## config.mk

```make
export PLATFORM = sky130hd
export DESIGN_NAME = microwire_eeprom_master_core_flat
export DESIGN_NICKNAME = d
export VERILOG_FILES = /design/src/mwe_pkg.sv /design/src/mwe_if.sv /design/src/mwe_seq.sv /design/src/microwire_eeprom_master_core.sv /design/src/flat_wrapper.sv
export SDC_FILE = /design/constraint.sdc
export NUM_CORES = 1
export LEC_CHECK = 0
export BUFFER_PORTS_ARGS = -buffer_cell sky130_fd_sc_hd__buf_4
export CAP_MARGIN = 5
export CORE_MARGIN = 2
export CORE_UTILIZATION = 45
export CTS_BUF_LIST = sky130_fd_sc_hd__clkbuf_8 sky130_fd_sc_hd__clkbuf_16
export CTS_CLUSTER_SIZE = 14
export DETAILED_ROUTE_END_ITERATION = 7
export GPL_ROUTABILITY_DRIVEN = 0
export HOLD_SLACK_MARGIN = 0.02
export MAX_ROUTING_LAYER = met4
export PLACE_DENSITY = 0.74
export SYNTH_ARGS = -nofsm -noshare
export SYNTH_HDL_FRONTEND = slang
export SYNTH_HIERARCHICAL = 1
export SYNTH_SLANG_ARGS = --single-unit
export TNS_END_PERCENT = 1
```

## constraint.sdc

```tcl
create_clock -name clk -period 4.2 [get_ports clk]
set_clock_uncertainty 0.15 [all_clocks]
set_input_delay 0.84 -clock clk [delete_from_list [all_inputs] [get_ports clk]]
set_output_delay 0.84 -clock clk [all_outputs]
set_load 0.02 [all_outputs]
```

## src/mwe_pkg.sv

```systemverilog
// ---------------------------------------------------------------------------
// Microwire EEPROM master package
// Request codes, command opcodes, sequencer stages, status codes and the
// item types passed between the register stages and the sequencer.
// ---------------------------------------------------------------------------
package mwe_pkg;

	localparam int FUNC_W   = 3;
	localparam int ADDR_W   = 8;
	localparam int WDATA_W  = 16;
	localparam int RDATA_W  = 16;
	localparam int STATUS_W = 2;
	localparam int POLL_W   = 16;
	localparam int CMD_W    = 3;

	typedef enum logic [FUNC_W-1:0] {
		FN_TICK  = 3'd0,
		FN_READ  = 3'd1,
		FN_WRITE = 3'd2,
		FN_ERASE = 3'd3,
		FN_WEN   = 3'd4,
		FN_WDS   = 3'd5
	} func_t;

	// Start bit followed by the two opcode bits.
	localparam logic [CMD_W-1:0] CMD_READ  = 3'b110;
	localparam logic [CMD_W-1:0] CMD_WRITE = 3'b101;
	localparam logic [CMD_W-1:0] CMD_ERASE = 3'b111;
	localparam logic [CMD_W-1:0] CMD_WEN   = 3'b100;

	typedef enum logic [2:0] {
		SEQ_IDLE  = 3'd0,
		SEQ_OUT   = 3'd1,
		SEQ_IN    = 3'd2,
		SEQ_TRAIL = 3'd3,
		SEQ_DESEL = 3'd4,
		SEQ_POLL  = 3'd5,
		SEQ_END   = 3'd6
	} stage_t;

	localparam logic [STATUS_W-1:0] STS_OK      = 2'd0;
	localparam logic [STATUS_W-1:0] STS_TIMEOUT = 2'd1;
	localparam logic [STATUS_W-1:0] STS_REFUSED = 2'd2;

	typedef struct packed {
		logic [FUNC_W-1:0]  func;
		logic [ADDR_W-1:0]  addr;
		logic [WDATA_W-1:0] wdata;
		logic               miso;
	} req_item_t;

	typedef struct packed {
		logic                cs;
		logic                sk;
		logic                di;
		logic                busy_res;
		logic                done_res;
		logic [RDATA_W-1:0]  rdata;
		logic [STATUS_W-1:0] status;
	} res_item_t;

endpackage

```

## src/mwe_if.sv

```systemverilog
// ---------------------------------------------------------------------------
// Microwire EEPROM master channel interfaces
// Request, result and configuration channels, each with valid and ready.
// ---------------------------------------------------------------------------
interface mwe_req_if import mwe_pkg::*; ();
	logic               valid;
	logic               ready;
	logic [FUNC_W-1:0]  func;
	logic [ADDR_W-1:0]  addr;
	logic [WDATA_W-1:0] wdata;
	logic               miso;

	modport source (output valid, func, addr, wdata, miso, input ready);
	modport sink   (input valid, func, addr, wdata, miso, output ready);
endinterface

interface mwe_res_if import mwe_pkg::*; ();
	logic                valid;
	logic                ready;
	logic                cs;
	logic                sk;
	logic                di;
	logic                busy_res;
	logic                done_res;
	logic [RDATA_W-1:0]  rdata;
	logic [STATUS_W-1:0] status;

	modport source (output valid, cs, sk, di, busy_res, done_res, rdata, status,
		input ready);
	modport sink   (input valid, cs, sk, di, busy_res, done_res, rdata, status,
		output ready);
endinterface

interface mwe_cfg_if import mwe_pkg::*; ();
	logic              valid;
	logic              ready;
	logic [POLL_W-1:0] poll_limit;

	modport source (output valid, poll_limit, input ready);
	modport sink   (input valid, poll_limit, output ready);
endinterface

```

## src/mwe_seq.sv

```systemverilog
// ---------------------------------------------------------------------------
// Microwire EEPROM master sequencer
// Holds the bus state and, for each enabled step, works out the pin levels
// and status of one clock phase and the state after it.
// ---------------------------------------------------------------------------
module mwe_seq import mwe_pkg::*; #(
	parameter int ADDR_BITS = 8,
	parameter int DATA_BITS = 16
) (
	input  logic              clk,
	input  logic              arst_n,
	input  logic              step_en,
	input  req_item_t         item,
	input  logic [POLL_W-1:0] poll_limit,
	output res_item_t         res
);

	localparam int SHIFT_W = CMD_W + ADDR_BITS + DATA_BITS;
	localparam int BL_W    = $clog2(SHIFT_W + 1);
	localparam int IDX_W   = $clog2(SHIFT_W);

	stage_t               stage_q, stage_d;
	func_t                op_q, op_d;
	logic [SHIFT_W-1:0]   shift_q, shift_d;
	logic [BL_W-1:0]      bl_q, bl_d;
	logic                 phase_q, phase_d;
	logic [DATA_BITS-1:0] in_q, in_d;
	logic [POLL_W-1:0]    pc_q, pc_d;

	func_t                func;
	logic                 is_req;
	logic [BL_W-1:0]      bl_dec;
	logic                 bit_cur, bit_dec;
	logic [CMD_W-1:0]     cmd;
	logic [ADDR_BITS-1:0] addr_use;
	logic                 poll_expired;

	assign func    = func_t'(item.func);
	assign is_req  = (item.func >= FN_READ) && (item.func <= FN_WDS);
	assign bl_dec  = (bl_q != '0) ? bl_q - 1'b1 : bl_q;
	assign bit_cur = (bl_q != '0) && shift_q[IDX_W'(bl_q - 1'b1)];
	assign bit_dec = (bl_dec != '0) && shift_q[IDX_W'(bl_dec - 1'b1)];
	assign poll_expired = (pc_q >= poll_limit);

	always_comb begin
		cmd      = CMD_WEN;
		addr_use = ADDR_BITS'(item.addr);
		case (func)
			FN_READ:  cmd = CMD_READ;
			FN_WRITE: cmd = CMD_WRITE;
			FN_ERASE: cmd = CMD_ERASE;
			FN_WEN:   addr_use = '1;
			default:  addr_use = '0;
		endcase
	end

	// Next state.
	always_comb begin
		stage_d = stage_q;
		op_d    = op_q;
		shift_d = shift_q;
		bl_d    = bl_q;
		phase_d = phase_q;
		in_d    = in_q;
		pc_d    = pc_q;
		unique case (stage_q)
			SEQ_IDLE: begin
				if (is_req) begin
					if (func == FN_WRITE) begin
						shift_d = {cmd, addr_use, item.wdata[DATA_BITS-1:0]};
						bl_d    = BL_W'(SHIFT_W);
					end else begin
						shift_d = SHIFT_W'({cmd, addr_use});
						bl_d    = BL_W'(CMD_W + ADDR_BITS);
					end
					op_d    = func;
					stage_d = SEQ_OUT;
					phase_d = 1'b0;
					in_d    = '0;
					pc_d    = '0;
				end
			end
			SEQ_OUT: begin
				phase_d = !phase_q;
				if (phase_q) begin
					bl_d = bl_dec;
					if (bl_dec == '0) begin
						if (op_q == FN_READ) begin
							stage_d = SEQ_IN;
							bl_d    = BL_W'(DATA_BITS);
						end else if (op_q == FN_WRITE || op_q == FN_ERASE) begin
							stage_d = SEQ_DESEL;
						end else begin
							stage_d = SEQ_END;
						end
					end
				end
			end
			SEQ_IN: begin
				phase_d = !phase_q;
				if (phase_q) begin
					in_d = {in_q[DATA_BITS-2:0], item.miso};
					bl_d = bl_dec;
					if (bl_dec == '0) begin
						stage_d = SEQ_TRAIL;
					end
				end
			end
			SEQ_TRAIL: begin
				phase_d = !phase_q;
				if (phase_q) begin
					stage_d = SEQ_END;
				end
			end
			SEQ_DESEL: begin
				phase_d = !phase_q;
				if (phase_q) begin
					stage_d = SEQ_POLL;
				end
			end
			SEQ_POLL: begin
				if (phase_q) begin
					phase_d = 1'b0;
				end else if (item.miso || poll_expired) begin
					stage_d = SEQ_IDLE;
					op_d    = FN_TICK;
					bl_d    = '0;
				end else begin
					pc_d    = pc_q + 1'b1;
					phase_d = 1'b1;
				end
			end
			SEQ_END: begin
				stage_d = SEQ_IDLE;
				op_d    = FN_TICK;
				phase_d = 1'b0;
				bl_d    = '0;
			end
			default: begin
				stage_d = SEQ_IDLE;
				op_d    = FN_TICK;
				phase_d = 1'b0;
				bl_d    = '0;
			end
		endcase
	end

	// Pin levels and status of this phase.
	always_comb begin
		res          = '0;
		res.status   = STS_OK;
		unique case (stage_q) inside
			SEQ_IDLE: begin
				if (is_req) begin
					res.cs = 1'b1;
					res.di = 1'b1;
				end
			end
			SEQ_OUT: begin
				res.cs = 1'b1;
				if (!phase_q) begin
					res.sk = 1'b1;
					res.di = bit_cur;
				end else begin
					res.di = bit_dec;
				end
			end
			SEQ_IN, SEQ_TRAIL: begin
				res.cs = 1'b1;
				res.sk = !phase_q;
			end
			SEQ_DESEL: begin
				res.sk = !phase_q;
			end
			SEQ_POLL: begin
				if (phase_q) begin
					res.cs = 1'b1;
				end else if (item.miso) begin
					res.done_res = 1'b1;
				end else if (poll_expired) begin
					res.done_res = 1'b1;
					res.status   = STS_TIMEOUT;
				end else begin
					res.cs = 1'b1;
					res.sk = 1'b1;
				end
			end
			SEQ_END: begin
				res.done_res = 1'b1;
				if (op_q == FN_READ) begin
					res.rdata = RDATA_W'(in_q);
				end
			end
			default: begin
				res.cs = 1'b0;
			end
		endcase
		res.busy_res = (stage_d != SEQ_IDLE);
		// A request that arrives mid-operation is dropped, and flagged unless it falls on a finishing phase.
		if (is_req && stage_q != SEQ_IDLE && !res.done_res) begin
			res.status = STS_REFUSED;
		end
	end

	always_ff @(posedge clk or negedge arst_n) begin
		if (!arst_n) begin
			stage_q <= SEQ_IDLE;
			op_q    <= FN_TICK;
			shift_q <= '0;
			bl_q    <= '0;
			phase_q <= 1'b0;
			in_q    <= '0;
			pc_q    <= '0;
		end else if (step_en) begin
			stage_q <= stage_d;
			op_q    <= op_d;
			shift_q <= shift_d;
			bl_q    <= bl_d;
			phase_q <= phase_d;
			in_q    <= in_d;
			pc_q    <= pc_d;
		end
	end

	a_idle_clean: assert property (@(posedge clk) disable iff (!arst_n)
		(stage_q == SEQ_IDLE) |-> (bl_q == '0 && !phase_q))
		else $error("sequencer idle with bits or phase left over");

	a_done_idle: assert property (@(posedge clk) disable iff (!arst_n)
		(step_en && res.done_res) |=> (stage_q == SEQ_IDLE))
		else $error("sequencer not idle after a finishing step");

	a_poll_op: assert property (@(posedge clk) disable iff (!arst_n)
		(stage_q == SEQ_POLL || stage_q == SEQ_DESEL) |->
		(op_q == FN_WRITE || op_q == FN_ERASE))
		else $error("ready poll entered for an operation without programming");

	a_done_pins: assert property (@(posedge clk) disable iff (!arst_n)
		(step_en && res.done_res) |-> (!res.cs && !res.sk && !res.busy_res))
		else $error("pins not released on a finishing step");

endmodule

```

## src/microwire_eeprom_master_core.sv

```systemverilog
// ---------------------------------------------------------------------------
// Microwire EEPROM master core
// Request register, bus sequencer and result register.
// ---------------------------------------------------------------------------
// Each request item is one phase of the serial clock: func 0 is a plain tick,
// func 1 to 5 start a read, write, erase, write enable or write disable when
// the master is idle. Every item gives exactly one result item carrying the
// CS, SK and DI pin levels for that phase, busy and done flags, the read word
// on the finishing phase of a read, and a status (ok, timeout, refused).
// The cfg channel writes the ready-poll limit; it is always ready and should
// only be written while no request is in flight.
// From request acceptance to result valid an item passes through the request
// register and then the result register. One item is accepted per cycle while
// the result side is not stalled; the sequencer state advances once per item as
// it moves from the request register into the result register.
// When the result receiver stalls, the result register holds, the request
// register fills and req.ready falls until the result is taken.
// Reset clears the sequencer to idle, empties both registers and sets the
// poll limit to 65535.
// ---------------------------------------------------------------------------
module microwire_eeprom_master_core import mwe_pkg::*; #(
	parameter int ADDR_BITS = 8,
	parameter int DATA_BITS = 16
) (
	input  logic      clk,
	input  logic      arst_n,
	mwe_req_if.sink   req,
	mwe_res_if.source res,
	mwe_cfg_if.sink   cfg
);

	logic              valid_s1;
	req_item_t         item_s1;
	logic              res_valid_q;
	res_item_t         res_q;
	res_item_t         res_d;
	logic [POLL_W-1:0] poll_limit_q;
	logic              advance;

	assign advance   = valid_s1 && (!res_valid_q || res.ready);
	assign req.ready = !valid_s1 || advance;
	assign cfg.ready = 1'b1;

	always_ff @(posedge clk or negedge arst_n) begin
		if (!arst_n) begin
			poll_limit_q <= '1;
		end else if (cfg.valid) begin
			poll_limit_q <= cfg.poll_limit;
		end
	end

	always_ff @(posedge clk or negedge arst_n) begin
		if (!arst_n) begin
			valid_s1 <= 1'b0;
		end else if (req.ready) begin
			valid_s1 <= req.valid;
		end
	end

	always_ff @(posedge clk) begin
		if (req.valid && req.ready) begin
			item_s1 <= '{func: req.func, addr: req.addr, wdata: req.wdata,
				miso: req.miso};
		end
	end

	mwe_seq #(
		.ADDR_BITS (ADDR_BITS),
		.DATA_BITS (DATA_BITS)
	) u_seq (
		.clk        (clk),
		.arst_n     (arst_n),
		.step_en    (advance),
		.item       (item_s1),
		.poll_limit (poll_limit_q),
		.res        (res_d)
	);

	always_ff @(posedge clk or negedge arst_n) begin
		if (!arst_n) begin
			res_valid_q <= 1'b0;
		end else if (advance) begin
			res_valid_q <= 1'b1;
		end else if (res.ready) begin
			res_valid_q <= 1'b0;
		end
	end

	always_ff @(posedge clk) begin
		if (advance) begin
			res_q <= res_d;
		end
	end

	assign res.valid    = res_valid_q;
	assign res.cs       = res_q.cs;
	assign res.sk       = res_q.sk;
	assign res.di       = res_q.di;
	assign res.busy_res = res_q.busy_res;
	assign res.done_res = res_q.done_res;
	assign res.rdata    = res_q.rdata;
	assign res.status   = res_q.status;

	a_advance_fills: assert property (@(posedge clk) disable iff (!arst_n)
		advance |=> res_valid_q)
		else $error("result register empty after a step");

	a_stall_holds: assert property (@(posedge clk) disable iff (!arst_n)
		(req.valid && !req.ready) |-> (valid_s1 && res_valid_q && !res.ready))
		else $error("request refused without a stalled result");

endmodule

```

## src/flat_wrapper.sv

```systemverilog
// flat-port wrapper written by rule: the top's interface ports become plain ports
module microwire_eeprom_master_core_flat import mwe_pkg::*;
#(
	parameter int ADDR_BITS = 8,
	parameter int DATA_BITS = 16
)
  (clk, arst_n, req_valid, req_func, req_addr, req_wdata, req_miso, req_ready, res_valid, res_cs, res_sk, res_di, res_busy_res, res_done_res, res_rdata, res_status, res_ready, cfg_valid, cfg_poll_limit, cfg_ready);
  mwe_req_if req_i ();
  mwe_res_if res_i ();
  mwe_cfg_if cfg_i ();
  input  logic clk;
  input  logic arst_n;
  input wire logic [$bits(req_i.valid)-1:0] req_valid;
  input wire logic [$bits(req_i.func)-1:0] req_func;
  input wire logic [$bits(req_i.addr)-1:0] req_addr;
  input wire logic [$bits(req_i.wdata)-1:0] req_wdata;
  input wire logic [$bits(req_i.miso)-1:0] req_miso;
  output wire logic [$bits(req_i.ready)-1:0] req_ready;
  output wire logic [$bits(res_i.valid)-1:0] res_valid;
  output wire logic [$bits(res_i.cs)-1:0] res_cs;
  output wire logic [$bits(res_i.sk)-1:0] res_sk;
  output wire logic [$bits(res_i.di)-1:0] res_di;
  output wire logic [$bits(res_i.busy_res)-1:0] res_busy_res;
  output wire logic [$bits(res_i.done_res)-1:0] res_done_res;
  output wire logic [$bits(res_i.rdata)-1:0] res_rdata;
  output wire logic [$bits(res_i.status)-1:0] res_status;
  input wire logic [$bits(res_i.ready)-1:0] res_ready;
  input wire logic [$bits(cfg_i.valid)-1:0] cfg_valid;
  input wire logic [$bits(cfg_i.poll_limit)-1:0] cfg_poll_limit;
  output wire logic [$bits(cfg_i.ready)-1:0] cfg_ready;
  assign req_i.valid = req_valid;
  assign req_i.func = req_func;
  assign req_i.addr = req_addr;
  assign req_i.wdata = req_wdata;
  assign req_i.miso = req_miso;
  assign req_ready = req_i.ready;
  assign res_valid = res_i.valid;
  assign res_cs = res_i.cs;
  assign res_sk = res_i.sk;
  assign res_di = res_i.di;
  assign res_busy_res = res_i.busy_res;
  assign res_done_res = res_i.done_res;
  assign res_rdata = res_i.rdata;
  assign res_status = res_i.status;
  assign res_i.ready = res_ready;
  assign cfg_i.valid = cfg_valid;
  assign cfg_i.poll_limit = cfg_poll_limit;
  assign cfg_ready = cfg_i.ready;
  microwire_eeprom_master_core #(.ADDR_BITS(ADDR_BITS), .DATA_BITS(DATA_BITS)) u_core (.clk(clk), .arst_n(arst_n), .req(req_i), .res(res_i), .cfg(cfg_i));
endmodule
```

### Word-level counts from Yosys, hierarchy flattened

Index checks and enable logic that the tools add are counted.

* logic and storage cells: 152
* bits of input ports: 49
* output and inout port bits: 26
* register bits after elaboration: 140

* bitwise gates (word level): 3
* magnitude comparators: 5
* reductions and logical operators: 37
* mux-type cells: 63
* add/subtract/negate cells: 3
* equality and inequality tests: 19

Operator list (count)
* $mux W16: 4
* $pmux W16 S2: 2
* $mux W5: 9
* $mux W3: 13
* $mux W27: 1
* $pmux W5 S5: 1
* $eq A3 B2 Y1 const B: 6
* $mux W1: 18
* $pmux W3 S6: 1
* $add A16 B1 Y16 const B: 1
* $ge A16 B16 Y1: 1
* $pmux W8 S2: 1
* $eq A3 B3 Y1 const B: 4
* $lt A5 B6 Y1 const B: 2
* $ne A2 B2 Y1 const B: 6
* $bmux W1 S5: 2
* $reduce_and A5 Y1: 2
* $reduce_bool A5 Y1: 2
* $sub A5 B1 Y5 const B: 2
* $eq A3 B1 Y1 const B: 3
* $pmux W1 S3: 3
* $pmux W3 S3: 1
* $reduce_or A3 Y1: 3
* $mux W2: 4
* other kinds (18): 38

### Depth between registers and ports, before layout

* word-level depth: 8
* gate-level depth with buffers: 15
* depth with buffers taken out: 12

### Hierarchy

The synthesis kept the hierarchy.

By module, submodules not included
* mwe_seq: area each 4783.3 um2, sequential area each 1751.7 um2, instances 1, cells an instance 566
* microwire_eeprom_master_core: area each 2301.0 um2, sequential area each 2001.9 um2, instances 1, cells an instance 95

### Worst setup path after synthesis

Ideal clock, no wire load.

* path type: reg2reg
* start: reg u_core.u_seq.bl_q[0]
* end: reg u_core.res_q (netlist bit u_core/res.di) (data pin)
* path buffers: 3
* required time: 3791 ps
* cell stages (with the launch flop): 16
* arrival: 3327 ps
* library setup time: 259 ps
* path slack: 464 ps
* clock period less this slack: 3736 ps
* cell sequence: dfrtp_1 -> clkbuf_1 -> buf_2 -> inv_1 -> ha_1 -> nor4b_4 -> xnor2_2 -> inv_1 -> ha_1 -> buf_1 -> mux4_2 -> mux2_2 -> nand2_1 -> o21ai_1 -> mux2i_1 -> o21ai_1

RTL lines
* from (decl): RTL line mwe_seq.sv:25 `logic [BL_W-1:0] bl_q, bl_d;`
* from (signal assigned): RTL line mwe_seq.sv:218 `bl_q <= bl_d;`
* to (signal assigned): RTL line microwire_eeprom_master_core.sv:91 `res_q <= res_d;`
* to (decl): RTL line microwire_eeprom_master_core.sv:35 `res_item_t res_q;`

### Final worst setup path

* start: reg u_core.poll_limit_q[9]
* end: reg u_core.u_seq.bl_q[0]

* longest elaborated chain between the ends: 4

Ends and longest elaborated chain
* from (decl): RTL line microwire_eeprom_master_core.sv:37 `logic [POLL_W-1:0] poll_limit_q;`
* from (signal assigned): RTL line microwire_eeprom_master_core.sv:48 `poll_limit_q <= cfg.poll_limit;`
* $ge A16 B16 Y1: RTL line mwe_seq.sv:43 `assign poll_expired = (pc_q >= poll_limit);`
* $logic_or A1 B1 Y1: RTL line mwe_seq.sv:124 `end else if (item.miso || poll_expired) begin`
* $ne A2 B2 Y1 (no source line)
* $reduce_and A7 Y1 (no source line)

No other way between the ends.
A chain may end at the register's enable or synchronous reset.

==> flow_metrics.py <==
metrics = {
    "floorplan": {
        "ios": 75,
        "dieWidth_um": 129,
        "core_area_um2": 15300,
        "die_y_um": 129,
        "start_util": 0.463,
        "core.rowCount": 45,
        "die_area_um2": 16800,
    },
    "routing": {
        "drtPass1Iterations": 4,
        "vias": 5003,
        "wire_per_inst_um": 14.6,
        "ant_nets": 0,
        "routed_wl_um": 13700,
        "drt_iter0_drc": 332,
        "drc_errors": 0,
        "vias_per_cell": 5.31,
    },
    "logic_synthesis": {
        "ys_warn_count": 6,
        "synth_most_common_cell": "nand2_1",
        "mappedNetlistArea_um2": 7080,
        "syn_avg_cell_area_um2": 10.7,
        "postSynthNetCount": 730,
        "synth_common_cells": "nand2_1, dfrtp_1, o21ai_0",
        "ys.flop_type": "dfrtp_1",
        "synth_area_leader_cell": "dfrtp_1",
        "synth_seq_area_share": 0.530,
        "postSynthRegisterBits": 139,
        "synth_cell_type_count": 65,
        "synth-edff-count": 51,
        "synth_area_leaders": "dfrtp_1, edfxtp_1, dfstp_2",
        "synth_top_area_frac": 0.254,
        "synthArstFlopShare": 0.633,
        "synth_cells": 661,
    },
    "clock_network": {
        "cts_tree": "built",
        "cts_buffer_depth": 2,
        "hold_buffers": 0,
        "htree_levels": 4,
        "clkLatencyLatePin_ps": 420,
        "cts_resized": 0,
        "cts_root_buffer": "clkbuf_16",
        "cts.sinks": 139,
        "cts_buffers": 17,
        "clk_pin_slew_ps": 60,
        "post-cts-setup-buffers": 0,
    },
    "critical_path": {
        "arrival_ps": 3760,
        "cp-startpoint": "u_core/poll_limit_q[9]",
        "end_kind": "flop",
        "slowest_delay_ps": 900,
        "cp_top_family": "compound AO/OA/AOI/OAI gates",
        "path_cells": "inv_1 > ha_1 > nand4_1 > a211oi_1 > a2111oi_2 > o21ai_1 > nor3b_2 > o31ai_1 > a32o_1",
        "crit_path_start_kind": "flop",
        "cp_data_required_time_ps": 4360,
        "worstReg2RegStart": "u_core/poll_limit_q[9]",
        "crit_type": "reg2reg",
        "critPathMaxFanout": 18,
        "slowest_stage": "o21ai_1",
        "worst-path-buf-inv": 1,
    },
    "final_layout": {
        "area_delta_synth_final_pct": 17.2,
        "final_layout_size_suffix_gt1_frac": 0.219,
        "antenna_cells": 0,
        "final_nets": 787,
        "fill_cells": 1338,
    },
    "global_routing": {
        "gr-usage-all-layers": 0.181,
        "antenna_found_initial": 0,
        "grt_overflow": 0,
        "grt_pass1_wl_um": 23200,
        "grt_max_degree": 89,
        "grt_pass1_vias": 4903,
    },
    "timing": {
        "fin_crit_sh": 0.857,
        "finalSetupTns_ps": 0,
        "finalSetupViolations": 0,
        "hold_violations": 0,
        "slew_headroom": 0.206,
        "max_freq_mhz": 278,
        "max_slew.worst_pin.slew_ps": 1190,
        "maxSlewViolCount": 0,
        "period_needed_ps": 3600,
        "rsz0062_at_grt": "false",
    },
    "place": {
        "hpwl_um": 9620,
        "io_buffer_count": 73,
    },
    "power": {
        "p_per_area_nw_per_um2": 598,
        "p_leak_nw": 3.53,
        "p_total_w": 0.00497,
        "ir_drop_mv": 0.346,
    },
    "job": {
        "maxCapViolCount": 0,
    },
    "hold_path": {
        "min_from": "u_core/u_seq/in_q[15]",
        "hold_class": "reg2reg",
    },
    "status": {
        "status": "complete, no violations",
    },
}
## worst reg2reg max path: cells and delay by family, from the launching register on
kind / cells / cell delay [ps]
AOI/OAI and AO/OA: 5 / 1750
adders and majority gates: 1 / 290
buffers and inverters: 1 / 40
DFF: 1 / 530
and+or+nand+nor: 2 / 730
## state kept, by name (all words and copies together) (netlist names)
signal and flops:
u_core/u_seq/shift_q 26, u_core/valid_s1 1, u_core/u_seq/bl_q 5, u_core/u_seq/op_q 3
u_core/u_seq/stage_q 3, u_core/res.valid 1, u_core/res.status 2, u_core/res.sk 1
u_core/res.di 1, u_core/res.done_res 1, u_core/res.rdata 16, u_core/u_seq/pc_q 16
u_core/u_seq/phase_q 1, u_core/poll_limit_q 16, u_core/res.cs 1, u_core/item_s1 28
u_core/res.busy_res 1, u_core/u_seq/in_q 16
## routing by layer
| metal | global-route usage | share of wire |
|---|---|---|
| met2 | 0.280 | 0.49 |
| met3 | 0.0475 | 0.047 |
| met5 | - | 0 |
| met4 | 0.0696 | 0.013 |
| met1 | 0.231 | 0.45 |
## power by group
group	switching, W	internal, W
Sequential	0.000232	0.00165
Combinational	0.000926	0.000784
Clock	0.000553	0.000818
## cells by family (layout without fill, tap and decap cells)
logic type	count (synthesis)	in the layout	synth area share
simple gates	233	233	0.158
mux	39	39	0.0837
xor+xnor	17	17	0.0221
other cells	1	1	0.000529
flops	139	139	0.530
fa+ha+maj	20	20	0.0353
buf+inv	68	138	0.0415
compound gates	144	144	0.129
## path summary, 6_finish.rpt
kind | slack, ps | end | depth (start not counted)
setup / recovery | 600 | u_core/u_seq/bl_q[0] | 9
hold / removal | 340 | u_core/u_seq/in_q[15] | 2
setup reg to reg | 600 | u_core/u_seq/bl_q[0] | 9
hold reg to reg | 340 | u_core/u_seq/in_q[15] | 2
max in group asynchronous | 2720 | u_core/u_seq/bl_q[4] | 1
min in group asynchronous | 490 | u_core/valid_s1 | 1
## layout by cell type (no fill, tap or decap), types with 5 or more instances in the layout
cell,count
mux2i_1,9
dfstp_2,16
and2_1,20
mux4_2,10
nand3_1,11
inv_1,28
nand2b_1,8
buf_4,80
nand4_1,6
a22oi_1,8
nor2_1,48
nand2_1,98
xnor2_1,14
mux2_4,10
a21o_1,8
edfxtp_1,51
ha_1,20
nor2b_1,11
mux2_2,9
dfrtp_1,72
a21oi_1,22
o21ai_1,5
o21ai_0,54
a211oi_1,9
a2111oi_0,5
or3_1,8
clkbuf_16,17
## cell type report
type | count | area, um^2 | area share
Clock inverter | 14 | 109 | 0.0131
Sequential cell | 139 | 3750 | 0.452
Timing Repair Buffer | 80 | 601 | 0.0724
Inverter | 26 | 97.6 | 0.0118
Tap cell | 211 | 264 | 0.0318
Clock buffer | 18 | 439 | 0.0529
Multi-Input combinational cell | 454 | 3040 | 0.366
## per-stage QoR
step                      instances  area, um^2  worst slack, ps  hold slack [ps]   util
final                           942        8300              601              342  0.542
after global routing            942        8300              335              373  0.542
after CTS                       942        8300              628              346  0.542
after detailed placement        910        7750              639              317  0.506
after global placement          910        7750              773              305  0.506
after floorplan                 661        7080              464              292      -
(Power assumes the default switching activity.)
